<file path="config.mk">
export PLATFORM = sky130hd
export DESIGN_NAME = asymmetric_lowpass_clamp_filter
export DESIGN_NICKNAME = d
export VERILOG_FILES = /design/src/sv/alcf_pkg.sv /design/src/sv/asymmetric_lowpass_clamp_filter.sv /design/src/sv/alcf_div1000.sv
export VERILOG_INCLUDE_DIRS = /design/src /design/src/sv
export SDC_FILE = /design/constraint.sdc
export NUM_CORES = 2
export LEC_CHECK = 0
export BUFFER_PORTS_ARGS = -buffer_cell sky130_fd_sc_hd__buf_2
export CELL_PAD_IN_SITES_DETAIL_PLACEMENT = 1
export CELL_PAD_IN_SITES_GLOBAL_PLACEMENT = 1
export CORE_ASPECT_RATIO = 2
export CORE_MARGIN = 2
export CORE_UTILIZATION = 46
export CTS_BUF_LIST = sky130_fd_sc_hd__clkbuf_8
export DETAILED_ROUTE_END_ITERATION = 8
export GPL_ROUTABILITY_DRIVEN = 0
export PLACE_DENSITY = 0.83
export SYNTH_ARGS = -nofsm -noshare
export SYNTH_HDL_FRONTEND = slang
export SYNTH_SLANG_ARGS = --single-unit
</file>
<file path="constraint.sdc">
create_clock -name clk -period 12.3 [get_ports clk]
set_input_delay 1.23 -clock clk [delete_from_list [all_inputs] [get_ports clk]]
set_output_delay 1.23 -clock clk [all_outputs]
set_load 0.05 [all_outputs]
</file>
<file path="src/sv/asymmetric_lowpass_clamp_filter_macros.svh">
// assertion helpers used by the filter rtl file
`ifndef ASYMMETRIC_LOWPASS_CLAMP_FILTER_MACROS_SVH
`define ASYMMETRIC_LOWPASS_CLAMP_FILTER_MACROS_SVH

// checked only out of reset
`define ALCF_ASSERT(lbl, prop, msg) \
  lbl: assert property (@(posedge clk) disable iff (!rst_n) prop) else $error(msg);

// checked on every edge, reset included
`define ALCF_ASSERT_ALWAYS(lbl, prop, msg) \
  lbl: assert property (@(posedge clk) prop) else $error(msg);

`endif

</file>
<file path="src/sv/alcf_pkg.sv">
`timescale 1ns / 1ps
package alcf_pkg;

  localparam int DATA_W     = 32;
  localparam int RATE_W     = 24;
  localparam int STALE_W    = 16;
  localparam int CFG_IDX_W  = 3;

  localparam int MAG_W      = DATA_W + 1;
  localparam int A_W        = 40;
  localparam int MUL_A_W    = 24;
  localparam int MUL_B_W    = 17;
  localparam int MUL_P_W    = MUL_A_W + MUL_B_W;
  localparam int PROD_W     = 56;
  localparam int QUO_W      = 47;

  localparam int DIVISOR    = 1000;
  localparam int REM_W      = 10;
  localparam int DIGIT_BITS = 4;
  localparam int DIV_STEPS  = PROD_W / DIGIT_BITS;
  localparam int CNT_W      = $clog2(DIV_STEPS);

  localparam logic [RATE_W-1:0]        RISE_RATE_RST = 24'd65536;
  localparam logic [RATE_W-1:0]        FALL_RATE_RST = 24'd65536;
  localparam logic signed [DATA_W-1:0] DATA_MAX      = 32'sh7fff_ffff;
  localparam logic signed [DATA_W-1:0] DATA_MIN      = 32'sh8000_0000;
  localparam logic [STALE_W-1:0]       STALE_MS_RST  = 16'd100;

  typedef enum logic [CFG_IDX_W-1:0] {
    CFG_RISE_RATE  = 3'd0,
    CFG_FALL_RATE  = 3'd1,
    CFG_MAX_LIMIT  = 3'd2,
    CFG_MIN_LIMIT  = 3'd3,
    CFG_MAX_ENABLE = 3'd4,
    CFG_MIN_ENABLE = 3'd5,
    CFG_STALE_MS   = 3'd6
  } cfg_idx_t;

  typedef struct packed {
    logic              start;
    logic [PROD_W-1:0] dividend;
  } div_req_t;

  typedef struct packed {
    logic             busy;
    logic             done;
    logic [QUO_W-1:0] quotient;
  } div_sts_t;

endpackage

</file>
<file path="src/sv/asymmetric_lowpass_clamp_filter.sv">
// channel  direction  signals
// in       request    in_valid in_ready in_sample in_timestamp_ms
// out      result     out_valid out_ready out_filtered
// cfg      write      cfg_valid cfg_ready cfg_index cfg_data
//
// a filtered request makes four passes through the shared 24x17 multiplier
//   and 14 radix-16 steps dividing by 1000 before its result is ready
// a restart request (first after reset or stale gap) goes straight to S_DONE with the raw sample
// in_ready is high only in idle; one result may wait in the output register
// synchronous active-low reset clears filter state and loads register defaults
`timescale 1ns / 1ps
`include "asymmetric_lowpass_clamp_filter_macros.svh"
module asymmetric_lowpass_clamp_filter import alcf_pkg::*; (
  input  logic                        clk,
  input  logic                        rst_n,
  input  logic                        in_valid,
  output logic                        in_ready,
  input  logic signed [DATA_W-1:0]    in_sample,
  input  logic        [DATA_W-1:0]    in_timestamp_ms,
  output logic                        out_valid,
  input  logic                        out_ready,
  output logic signed [DATA_W-1:0]    out_filtered,
  input  logic                        cfg_valid,
  output logic                        cfg_ready,
  input  logic        [CFG_IDX_W-1:0] cfg_index,
  input  logic        [DATA_W-1:0]    cfg_data
);

  typedef enum logic [9:0] {
    S_IDLE  = 10'b00_0000_0001,
    S_DIFF  = 10'b00_0000_0010,
    S_MUL0  = 10'b00_0000_0100,
    S_MUL1  = 10'b00_0000_1000,
    S_MUL2  = 10'b00_0001_0000,
    S_MUL3  = 10'b00_0010_0000,
    S_DIV   = 10'b00_0100_0000,
    S_SUM   = 10'b00_1000_0000,
    S_CLAMP = 10'b01_0000_0000,
    S_DONE  = 10'b10_0000_0000
  } state_t;

  state_t state_r, state_nxt;

  logic [RATE_W-1:0]        rise_r, fall_r;
  logic signed [DATA_W-1:0] max_lim_r, min_lim_r;
  logic                     max_en_r, min_en_r;
  logic [STALE_W-1:0]       stale_r;

  logic signed [DATA_W-1:0] fo_r, fo_nxt;
  logic [DATA_W-1:0]        last_r, last_nxt;
  logic                     primed_r, primed_nxt;

  logic signed [DATA_W-1:0] x_r, x_nxt;
  logic [STALE_W-1:0]       e_r, e_nxt;
  logic                     restart_r, restart_nxt;
  logic [RATE_W-1:0]        rate_r, rate_nxt;
  logic                     neg_r, neg_nxt;
  logic [MAG_W-1:0]         m_r, m_nxt;
  logic [A_W-1:0]           a_r, a_nxt;
  logic [PROD_W-1:0]        q_r, q_nxt;
  logic signed [DATA_W-1:0] res_r, res_nxt;
  logic                     out_valid_r, out_valid_nxt;
  logic signed [DATA_W-1:0] out_data_r, out_data_nxt;

  logic                     in_fire;
  logic [DATA_W-1:0]        elapsed;
  logic                     stale_gap;
  logic signed [MAG_W-1:0]  diff;
  logic [MUL_A_W-1:0]       mul_a;
  logic [MUL_B_W-1:0]       mul_b;
  logic [MUL_P_W-1:0]       prod;
  logic signed [QUO_W+1:0]  step_s, sum_s;
  logic signed [DATA_W-1:0] sat_v, clamp_v;
  div_req_t                 div_req;
  div_sts_t                 div_sts;

  assign in_ready  = (state_r == S_IDLE);
  assign in_fire   = in_valid && in_ready;
  assign cfg_ready = 1'b1;
  assign out_valid    = out_valid_r;
  assign out_filtered = out_data_r;

  assign elapsed   = in_timestamp_ms - last_r;
  assign stale_gap = (elapsed > {{(DATA_W-STALE_W){1'b0}}, stale_r});
  assign diff      = {x_r[DATA_W-1], x_r} - {fo_r[DATA_W-1], fo_r};

  // shared multiplier operand select
  always_comb begin
    case (state_r)
      S_MUL0: begin
        mul_a = rate_r;
        mul_b = {1'b0, m_r[15:0]};
      end
      S_MUL1: begin
        mul_a = rate_r;
        mul_b = m_r[MAG_W-1:16];
      end
      S_MUL2: begin
        mul_a = a_r[MUL_A_W-1:0];
        mul_b = {1'b0, e_r};
      end
      S_MUL3: begin
        mul_a = {{(MUL_A_W-(A_W-MUL_A_W)){1'b0}}, a_r[A_W-1:MUL_A_W]};
        mul_b = {1'b0, e_r};
      end
      default: begin
        mul_a = '0;
        mul_b = '0;
      end
    endcase
  end

  assign prod = {{MUL_B_W{1'b0}}, mul_a} * {{MUL_A_W{1'b0}}, mul_b};

  // step keeps the sign of the difference, then saturate to 32 bits
  always_comb begin
    step_s = $signed({2'b00, div_sts.quotient});
    if (neg_r) begin
      step_s = -step_s;
    end
    sum_s = $signed({{(QUO_W+2-DATA_W){fo_r[DATA_W-1]}}, fo_r}) + step_s;
    if ((&sum_s[QUO_W+1:DATA_W-1]) || !(|sum_s[QUO_W+1:DATA_W-1])) begin
      sat_v = sum_s[DATA_W-1:0];
    end else if (sum_s[QUO_W+1]) begin
      sat_v = DATA_MIN;
    end else begin
      sat_v = DATA_MAX;
    end
  end

  always_comb begin
    clamp_v = res_r;
    if (max_en_r && (clamp_v > max_lim_r)) begin
      clamp_v = max_lim_r;
    end
    if (min_en_r && (clamp_v < min_lim_r)) begin
      clamp_v = min_lim_r;
    end
  end

  always_comb begin
    state_nxt     = state_r;
    fo_nxt        = fo_r;
    last_nxt      = last_r;
    primed_nxt    = primed_r;
    x_nxt         = x_r;
    e_nxt         = e_r;
    restart_nxt   = restart_r;
    rate_nxt      = rate_r;
    neg_nxt       = neg_r;
    m_nxt         = m_r;
    a_nxt         = a_r;
    q_nxt         = q_r;
    res_nxt       = res_r;
    out_data_nxt  = out_data_r;
    out_valid_nxt = out_valid_r && !out_ready;
    div_req.start    = 1'b0;
    div_req.dividend = q_r + {prod[PROD_W-MUL_A_W-1:0], {MUL_A_W{1'b0}}};
    case (state_r)
      S_IDLE: begin
        if (in_fire) begin
          x_nxt      = in_sample;
          last_nxt   = in_timestamp_ms;
          primed_nxt = 1'b1;
          e_nxt      = (elapsed == '0) ? STALE_W'(1) : elapsed[STALE_W-1:0];
          if (!primed_r || stale_gap) begin
            res_nxt     = in_sample;
            restart_nxt = 1'b1;
            state_nxt   = S_DONE;
          end else begin
            restart_nxt = 1'b0;
            state_nxt   = S_DIFF;
          end
        end
      end
      S_DIFF: begin
        neg_nxt   = diff[MAG_W-1];
        rate_nxt  = (diff > 0) ? rise_r : fall_r;
        m_nxt     = diff[MAG_W-1] ? MAG_W'(-diff) : MAG_W'(diff);
        state_nxt = S_MUL0;
      end
      S_MUL0: begin
        a_nxt     = A_W'(prod >> 16);
        state_nxt = S_MUL1;
      end
      S_MUL1: begin
        a_nxt     = a_r + prod[A_W-1:0];
        state_nxt = S_MUL2;
      end
      S_MUL2: begin
        q_nxt     = PROD_W'(prod);
        state_nxt = S_MUL3;
      end
      S_MUL3: begin
        div_req.start = 1'b1;
        state_nxt     = S_DIV;
      end
      S_DIV: begin
        if (div_sts.done) begin
          state_nxt = S_SUM;
        end
      end
      S_SUM: begin
        res_nxt   = sat_v;
        state_nxt = S_CLAMP;
      end
      S_CLAMP: begin
        res_nxt   = clamp_v;
        state_nxt = S_DONE;
      end
      S_DONE: begin
        if (!out_valid_r || out_ready) begin
          out_data_nxt  = res_r;
          out_valid_nxt = 1'b1;
          fo_nxt        = res_r;
          state_nxt     = S_IDLE;
        end
      end
      default: begin
        state_nxt = S_IDLE;
      end
    endcase
  end

  always_ff @(posedge clk) begin
    if (!rst_n) begin
      state_r     <= S_IDLE;
      fo_r        <= '0;
      last_r      <= '0;
      primed_r    <= 1'b0;
      out_valid_r <= 1'b0;
      restart_r   <= 1'b0;
    end else begin
      state_r     <= state_nxt;
      fo_r        <= fo_nxt;
      last_r      <= last_nxt;
      primed_r    <= primed_nxt;
      out_valid_r <= out_valid_nxt;
      restart_r   <= restart_nxt;
    end
  end

  always_ff @(posedge clk) begin
    x_r        <= x_nxt;
    e_r        <= e_nxt;
    rate_r     <= rate_nxt;
    neg_r      <= neg_nxt;
    m_r        <= m_nxt;
    a_r        <= a_nxt;
    q_r        <= q_nxt;
    res_r      <= res_nxt;
    out_data_r <= out_data_nxt;
  end

  // configuration registers
  always_ff @(posedge clk) begin
    if (!rst_n) begin
      rise_r    <= RISE_RATE_RST;
      fall_r    <= FALL_RATE_RST;
      max_lim_r <= DATA_MAX;
      min_lim_r <= DATA_MIN;
      max_en_r  <= 1'b0;
      min_en_r  <= 1'b0;
      stale_r   <= STALE_MS_RST;
    end else if (cfg_valid && cfg_ready) begin
      case (cfg_index)
        CFG_RISE_RATE:  rise_r    <= cfg_data[RATE_W-1:0];
        CFG_FALL_RATE:  fall_r    <= cfg_data[RATE_W-1:0];
        CFG_MAX_LIMIT:  max_lim_r <= $signed(cfg_data);
        CFG_MIN_LIMIT:  min_lim_r <= $signed(cfg_data);
        CFG_MAX_ENABLE: max_en_r  <= cfg_data[0];
        CFG_MIN_ENABLE: min_en_r  <= cfg_data[0];
        CFG_STALE_MS:   stale_r   <= cfg_data[STALE_W-1:0];
        default: begin
        end
      endcase
    end
  end

  alcf_div1000 u_div (
    .clk     (clk),
    .rst_n   (rst_n),
    .div_req (div_req),
    .div_sts (div_sts)
  );

  `ALCF_ASSERT(a_restart_direct, in_fire && (!primed_r || stale_gap) |=> (state_r == S_DONE) && restart_r, "restart request did not go straight to result")
  `ALCF_ASSERT(a_div_done_state, div_sts.done |-> (state_r == S_DIV), "divider finished outside divide state")
  `ALCF_ASSERT(a_min_clamp, (state_r == S_DONE) && !restart_r && min_en_r |-> (res_r >= min_lim_r), "result below enabled min limit")
  `ALCF_ASSERT(a_max_clamp, (state_r == S_DONE) && !restart_r && max_en_r && !(min_en_r && (min_lim_r > max_lim_r)) |-> (res_r <= max_lim_r), "result above enabled max limit")
  `ALCF_ASSERT_ALWAYS(a_reset_quiet, !rst_n |=> !out_valid && in_ready, "not quiet after reset")

endmodule

</file>
<file path="src/sv/alcf_div1000.sv">
`timescale 1ns / 1ps
module alcf_div1000 import alcf_pkg::*; (
  input  logic     clk,
  input  logic     rst_n,
  input  div_req_t div_req,
  output div_sts_t div_sts
);

  logic [PROD_W-1:0]     sh_r, sh_nxt;
  logic [REM_W-1:0]      rem_r, rem_nxt;
  logic [CNT_W-1:0]      cnt_r, cnt_nxt;
  logic                  busy_r, busy_nxt;
  logic                  done_r, done_nxt;
  logic [REM_W:0]        work;
  logic [DIGIT_BITS-1:0] qd;

  // one radix-16 digit per cycle, restoring
  always_comb begin
    work = {1'b0, rem_r};
    qd   = '0;
    for (int k = 0; k < DIGIT_BITS; k++) begin
      work = {work[REM_W-1:0], sh_r[PROD_W-1-k]};
      if (work >= (REM_W+1)'(DIVISOR)) begin
        work = work - (REM_W+1)'(DIVISOR);
        qd[DIGIT_BITS-1-k] = 1'b1;
      end
    end
  end

  always_comb begin
    sh_nxt   = sh_r;
    rem_nxt  = rem_r;
    cnt_nxt  = cnt_r;
    busy_nxt = busy_r;
    done_nxt = 1'b0;
    if (div_req.start) begin
      sh_nxt   = div_req.dividend;
      rem_nxt  = '0;
      cnt_nxt  = '0;
      busy_nxt = 1'b1;
    end else if (busy_r) begin
      sh_nxt  = {sh_r[PROD_W-DIGIT_BITS-1:0], qd};
      rem_nxt = work[REM_W-1:0];
      cnt_nxt = cnt_r + 1'b1;
      if (cnt_r == CNT_W'(DIV_STEPS - 1)) begin
        busy_nxt = 1'b0;
        done_nxt = 1'b1;
      end
    end
  end

  always_ff @(posedge clk) begin
    if (!rst_n) begin
      busy_r <= 1'b0;
      done_r <= 1'b0;
      cnt_r  <= '0;
    end else begin
      busy_r <= busy_nxt;
      done_r <= done_nxt;
      cnt_r  <= cnt_nxt;
    end
  end

  always_ff @(posedge clk) begin
    sh_r  <= sh_nxt;
    rem_r <= rem_nxt;
  end

  assign div_sts.busy     = busy_r;
  assign div_sts.done     = done_r;
  assign div_sts.quotient = sh_r[QUO_W-1:0];

endmodule
</file>
Word-level counts from Yosys, hierarchy flattened
Cells that the tools add are included.

Register bits: 529. Bits in latches: 0. Bits in writable memories: 0. Bits in read-only memories: 0. Input bits: 104. Output and inout port bits: 35. Logic and storage cells: 139. Memories kept: 0.

Add/subtract/negate cells: 12. Multiply operators: 1. Divide/modulo/power cells: 0. Order comparisons: 8. Equality and inequality tests: 21. Shifts and indexed selects: 0. Mux-type cells: 35. Bitwise logic cells: 2. Reduce and logical (&&, ||, !) cells: 33.

Operators with widths (count): 2-to-1 mux 32 bit (7); 2-to-1 mux 56 bit (2); case mux 10 bit (10 select lines) (1); case mux 32 bit (3 select lines) (1); 2-to-1 mux 10 bit (8); case mux 40 bit (2 select lines) (1); case mux 24 bit (3 select lines) (1); adder 41 x 56 -> 56 bit (1); case mux 17 bit (3 select lines) (1); adder 32 x 49 -> 49 bit (1); 2-to-1 mux 49 bit (1); negation 47 -> 49 bit (1); >= comparator 11 x 10 -> 1 bit (second input constant) (4); multiplier 24 x 17 -> 41 bit (1); adder 40 bit (1); subtractor 10 bit (second input constant) (4); greater-than comparator 33 x 1 -> 1 bit (second input constant) (1); negation 33 bit (1); subtractor 32 x 32 -> 33 bit (1); greater-than comparator 32 x 16 -> 1 bit (1); greater-than comparator 32 bit (1); logical NOT 32 bit (1); < comparator 32 bit (1); subtractor 32 bit (1); other kinds (32) (68).

Longest topological paths before layout
Depth in word-level cells: 10. Mapped depth: 47. Gate-level depth less buffers: 44.

Hierarchy
A second synthesis with hierarchy kept.

Cell total of the unflattened synthesis: 5388. Area, all modules: 48667.9 um^2.

By module, submodules not included: asymmetric_lowpass_clamp_filter (times used 1, cells an instance 4982, area an instance 44127.3 um^2, seq. area each 11661.2 um^2); alcf_div1000 (times used 1, cells an instance 406, area an instance 4540.6 um^2, seq. area each 2001.9 um^2).

Worst setup path after synthesis
OpenSTA, ideal clock, no wires.

Kind: register to register. Start: register state_r[5]. End: register a_r[39], data pin. Library setup time: 0.266 ns. Arrival: 11.574 ns. Data required time: 12.034 ns. Slack: 0.461 ns. Stages on the path, launching flop included: 44. Buffers on the path: 5. Period minus slack after synthesis: 11.839 ns. Path through: dfxtp_1 > clkbuf_1 > nor4_1 > nand2_1 > nor3b_1 > or2_2 > clkbuf_1 > clkbuf_1 > buf_1 > nand2_1 > nand2_1 > clkbuf_1 > nand2_1 > fa_1 > fa_1 > fa_1 > inv_1 > fa_1 > [... 8 more ...] > a311o_1 > a21oi_1 > a211oi_1 > nand3b_1 > ha_1 > nand2_1 > nor2_1 > nand4_1 > nor3_1 > a31oi_1 > a311o_1 > o21ai_0 > a31o_2 > nand2_1 > a211oi_1 > a311oi_1 > xnor2_1 > nor2_1.

Word-level cells in the longest chain between the ends: 6. Elaborated cells on any way between the ends: 11. Classes of those cells: 1 x add/sub; 1 x mul; 4 x eq/ne; 3 x mux; 2 x reduce/logical.

Ends and longest elaborated chain: start, declared (line asymmetric_lowpass_clamp_filter.sv:42) `state_t state_r, state_nxt;`; start signal, assigned (line asymmetric_lowpass_clamp_filter.sv:234) `state_r <= state_nxt;`; == test 10 x 4 -> 1 bit, or another cell as far along (line asymmetric_lowpass_clamp_filter.sv:89) `case (state_r)`; OR reduction 2 bit (no source line); case mux 24 bit (3 select lines) or case mux 17 bit (3 select lines) (tied branches) (line asymmetric_lowpass_clamp_filter.sv:89); multiplier 24 x 17 -> 41 bit (*) (line asymmetric_lowpass_clamp_filter.sv:113) `assign prod = {{MUL_B_W{1'b0}}, mul_a} * {{MUL_A_W{1'b0}}, mul_b};`; net prod[24] (line asymmetric_lowpass_clamp_filter.sv:71) `logic [MUL_P_W-1:0] prod;`; adder 40 bit (*) (line asymmetric_lowpass_clamp_filter.sv:187) `a_nxt = a_r + prod[A_W-1:0];`; case mux 40 bit (2 select lines) (*) (line asymmetric_lowpass_clamp_filter.sv:159) `case (state_r)`; end signal, assigned (line asymmetric_lowpass_clamp_filter.sv:249) `a_r <= a_nxt;`; end, declared (line asymmetric_lowpass_clamp_filter.sv:59) `logic [A_W-1:0] a_r, a_nxt;`.

Mark *: on every way through the listed nets, which the timed path passes. The rest lies on a longest branch. A chain may end at the register's enable or synchronous reset.

Worst setup path in the final report
Start: register state_r[0]. End: register a_r[39], data pin.

Same word-level chain as after synthesis.

==> run metrics <==
Die ar. 0.105 sq mm; Detail Route Antenna Nets 0; final hold violations 0; pre-CTS setup slack 251 ps; Max Root-Sink Buffers 3; CTS tree built; main combinational cell family by area after synthesis adder cells; fill count about 12,000; asr flop ratio synth 0%; Seq/Total Area, Yosys 28.9%; synth warn 0; die span in x 231 um; Remaining DRCs 0; CP Data Required Time 12,730 ps; synth unique cells 99; maximum ir drop on the vdd rail 94.5 uV; worst rel slew slack 19.2%; fin nets 6,270; crit path kind flip-flop to flip-flop; CTS root buffer clkbuf_8; syn avg cell area ~9 sq um; CP Max Fanout 17; Finished Cell Area 0.0512 sq mm; row cnt 166; Max-Cap Viols 0; mapped cell area 0.0472 sq mm; vias in the first global route 45,800; # setup viols final 0; minimum clock period 11,630 ps; mux share of post-synthesis cell area slightly below 2%; clk sinks 529; Leakage 21.7 nW; Initial Utilization about 46%; chip height 457 um; vias per cell a little over 6; Global Route Usage Sum 34.9%; outcome completed; CP max-delay cell mux2i_1; grt total ovfl 0; cell mode on critical path fa_1; final max-slew violation count 0; register clock-pin slew on the reported worst setup and hold paths ~70 ps; compound-cell area share of the yosys netlist between 10% and 20%; Arr. time, crit path 12,060 ps; Clock Latency Late Sink roughly 700 ps; Post-Syn Nets 6,174; layout cells sized above 1 8.57%; Placed Area approximately 0.05 sq mm; simple-gate share of the synthesized area between 15 and 20%; power density cells 87.8 mW/mm^2; Worst Hold Class flip-flop to flip-flop; first-pass GRT wire length 274,000 um; Startpoint Class flip-flop; Routed WL per cell 26.8 um; drt pass-1 iters 6; most frequent cells in the layout nand2_1, inv_1, ha_1, nor2_1, fa_1; total wire length 184,000 um; final worst setup slack 670 ps; number of buffers created by CTS 73; xor/xnor cell area share of the yosys netlist 5.39%; synthesis-stage register bit count 529; Area Overhead vs Synth 8.42%; Final Cycle Share 94.6%; hold slack final 466 ps; CTS H-tree lvls 3; Setup TNS Final 0 ps; initial antenna violation count 12; Worst path max stage delay 660 ps; RSZ-0062 raised after global routing no; Buffers on Ports roughly 140; cells after synthesis ~5,400; largest net degree at the start of global routing 90; cell taking the most area after synthesis edfxtp_1; skew final 47.3 ps; Post-synth EDFFs 307; most common cell after layout, fill and taps aside nand2_1; total number of vias 41,600; DRT iter0 DRCs about 2,700; core area 0.102 sq mm; I/O pin count 139; Tightest Pin Transition between 1000 and 1500 ps; post-synth top area share 19.5%; Max Clk Rate 0.0860 GHz; hold buffers post-CTS 0; top post-synthesis cells by area edfxtp_1, fa_1, ha_1; Synth Area in Adders between 20% and 30%; critical path endpoint category flip-flop; top_reg_cell synth edfxtp_1; HPWL after DPL 144,000 um
## Yosys cell counts (12+ instances only)
| master | count |
|---|---|
| a21oi_1 | 242 |
| nand4_1 | 34 |
| o31ai_1 | 29 |
| mux2_2 | 62 |
| nor3_1 | 53 |
| a2111oi_0 | 13 |
| o21ai_1 | 36 |
| mux2i_1 | 20 |
| edfxtp_1 | 307 |
| nor4_1 | 23 |
| a22oi_1 | 32 |
| nand2_1 | 929 |
| and2_1 | 54 |
| o21a_1 | 26 |
| a211oi_1 | 30 |
| fa_1 | 334 |
| or3_1 | 23 |
| clkbuf_1 | 201 |
| dfxtp_1 | 222 |
| a221oi_1 | 48 |
| a31oi_1 | 24 |
| o21ai_0 | 187 |
| or4_1 | 15 |
| and3_1 | 29 |
| nor3b_1 | 21 |
| a221o_1 | 12 |
| o211ai_1 | 45 |
| xnor2_1 | 189 |
| nand2b_1 | 50 |
| a21boi_0 | 167 |
| o21bai_1 | 33 |
| a21o_1 | 123 |
| ha_1 | 373 |
| inv_1 | 626 |
| nand3_1 | 59 |
| xor2_1 | 100 |
| nor2b_1 | 29 |
| a211o_1 | 13 |
| nor2_1 | 370 |
## cell type report
| cell class | count | area (sq um) | area share, % |
|---|---|---|---|
| Tap cell | 1344 | 1680 | 3.28 |
| Antenna cell | 2 | 5.00 | 0.00977 |
| Sequential cell | 529 | 13700 | 26.7 |
| Timing Repair Buffer | 236 | 1440 | 2.80 |
| Clock inverter | 57 | 374 | 0.731 |
| Multi-Input combinational cell | 3990 | 30600 | 59.8 |
| Clock buffer | 79 | 1090 | 2.12 |
| Inverter | 629 | 2360 | 4.61 |
## path summary, 6_finish.rpt
| kind | depth (start not counted) | slack [ps] | end | from |
|---|---|---|---|---|
| worst max register to register | 39 | 670 | a_r[39]$_SDFFCE_PP0N_ | state_r[0]$_SDFFE_PN1P_ |
| worst max-delay path | 39 | 670 | a_r[39]$_SDFFCE_PP0N_ | state_r[0]$_SDFFE_PN1P_ |
| worst min register to register | 2 | 470 | rise_r[9]$_SDFFE_PN0P_ | rise_r[9]$_SDFFE_PN0P_ |
| worst min-delay path | 2 | 470 | rise_r[9]$_SDFFE_PN0P_ | rise_r[9]$_SDFFE_PN0P_ |
## through the flow
stage | total power, W | util (%) | std cells
finish | 0.00449 | 50.2 | 6866
global route | 0.00466 | 50.2 | 6865
CTS | 0.00449 | 50.2 | 6864
detailed placement | 0.00307 | 48.7 | 6728
global placement | 0.00302 | 48.7 | 6728
floorplan | 0.00274 | - | 5363
## what timing repair did
| action | CTS | global route |
|---|---|---|
| hold endpoints to repair | 0 | 0 |
| setup endpoints to repair | 0 | 8 |
| resized for setup | 0 | 11 |
| setup buffers | 0 | 0 |
## state kept, by name, summed over array words and instances, names as in the netlist, 32 cells and up
register / flops
m_r: 33
q_r: 41
fo_r: 32
a_r: 40
last_r: 32
u_div.sh_r: 56
x_r: 32
max_lim_r: 32
res_r: 32
out_filtered: 32
min_lim_r: 32
## critical path: cells and delay by family, from the launching register on
kind | cells | cell delay (ps)
fa+ha+maj | 8 | 3900
mux | 1 | 660
simple gates | 14 | 2840
xor+xnor | 1 | 200
compound gates | 10 | 2700
flops | 1 | 380
buf+inv | 5 | 630
## kinds of logic after synthesis
family / Yosys count
compound gates: 1161
xor+xnor: 290
fa+ha+maj: 707
buf+inv: 844
flops: 529
mux: 83
other cells: 1
simple gates: 1748
## metal layers
metal | up-vias | track usage (%) | routed length [um]
li1 | 18400 | - | -
met1 | 20700 | 32.6 | 58200
met2 | 1626 | 61.3 | 92000
met3 | 866 | 6.99 | 11500
met4 | 14 | 35.8 | 22400
met5 | - | 0 | 93
## power breakdown
group          total, W  switching [W]  internal [W]
Combinational   0.00103       0.000655      0.000372
Clock           0.00143       0.000746      0.000687
Sequential      0.00203      0.0000776       0.00196
Power figures use the tool's default switching activity.
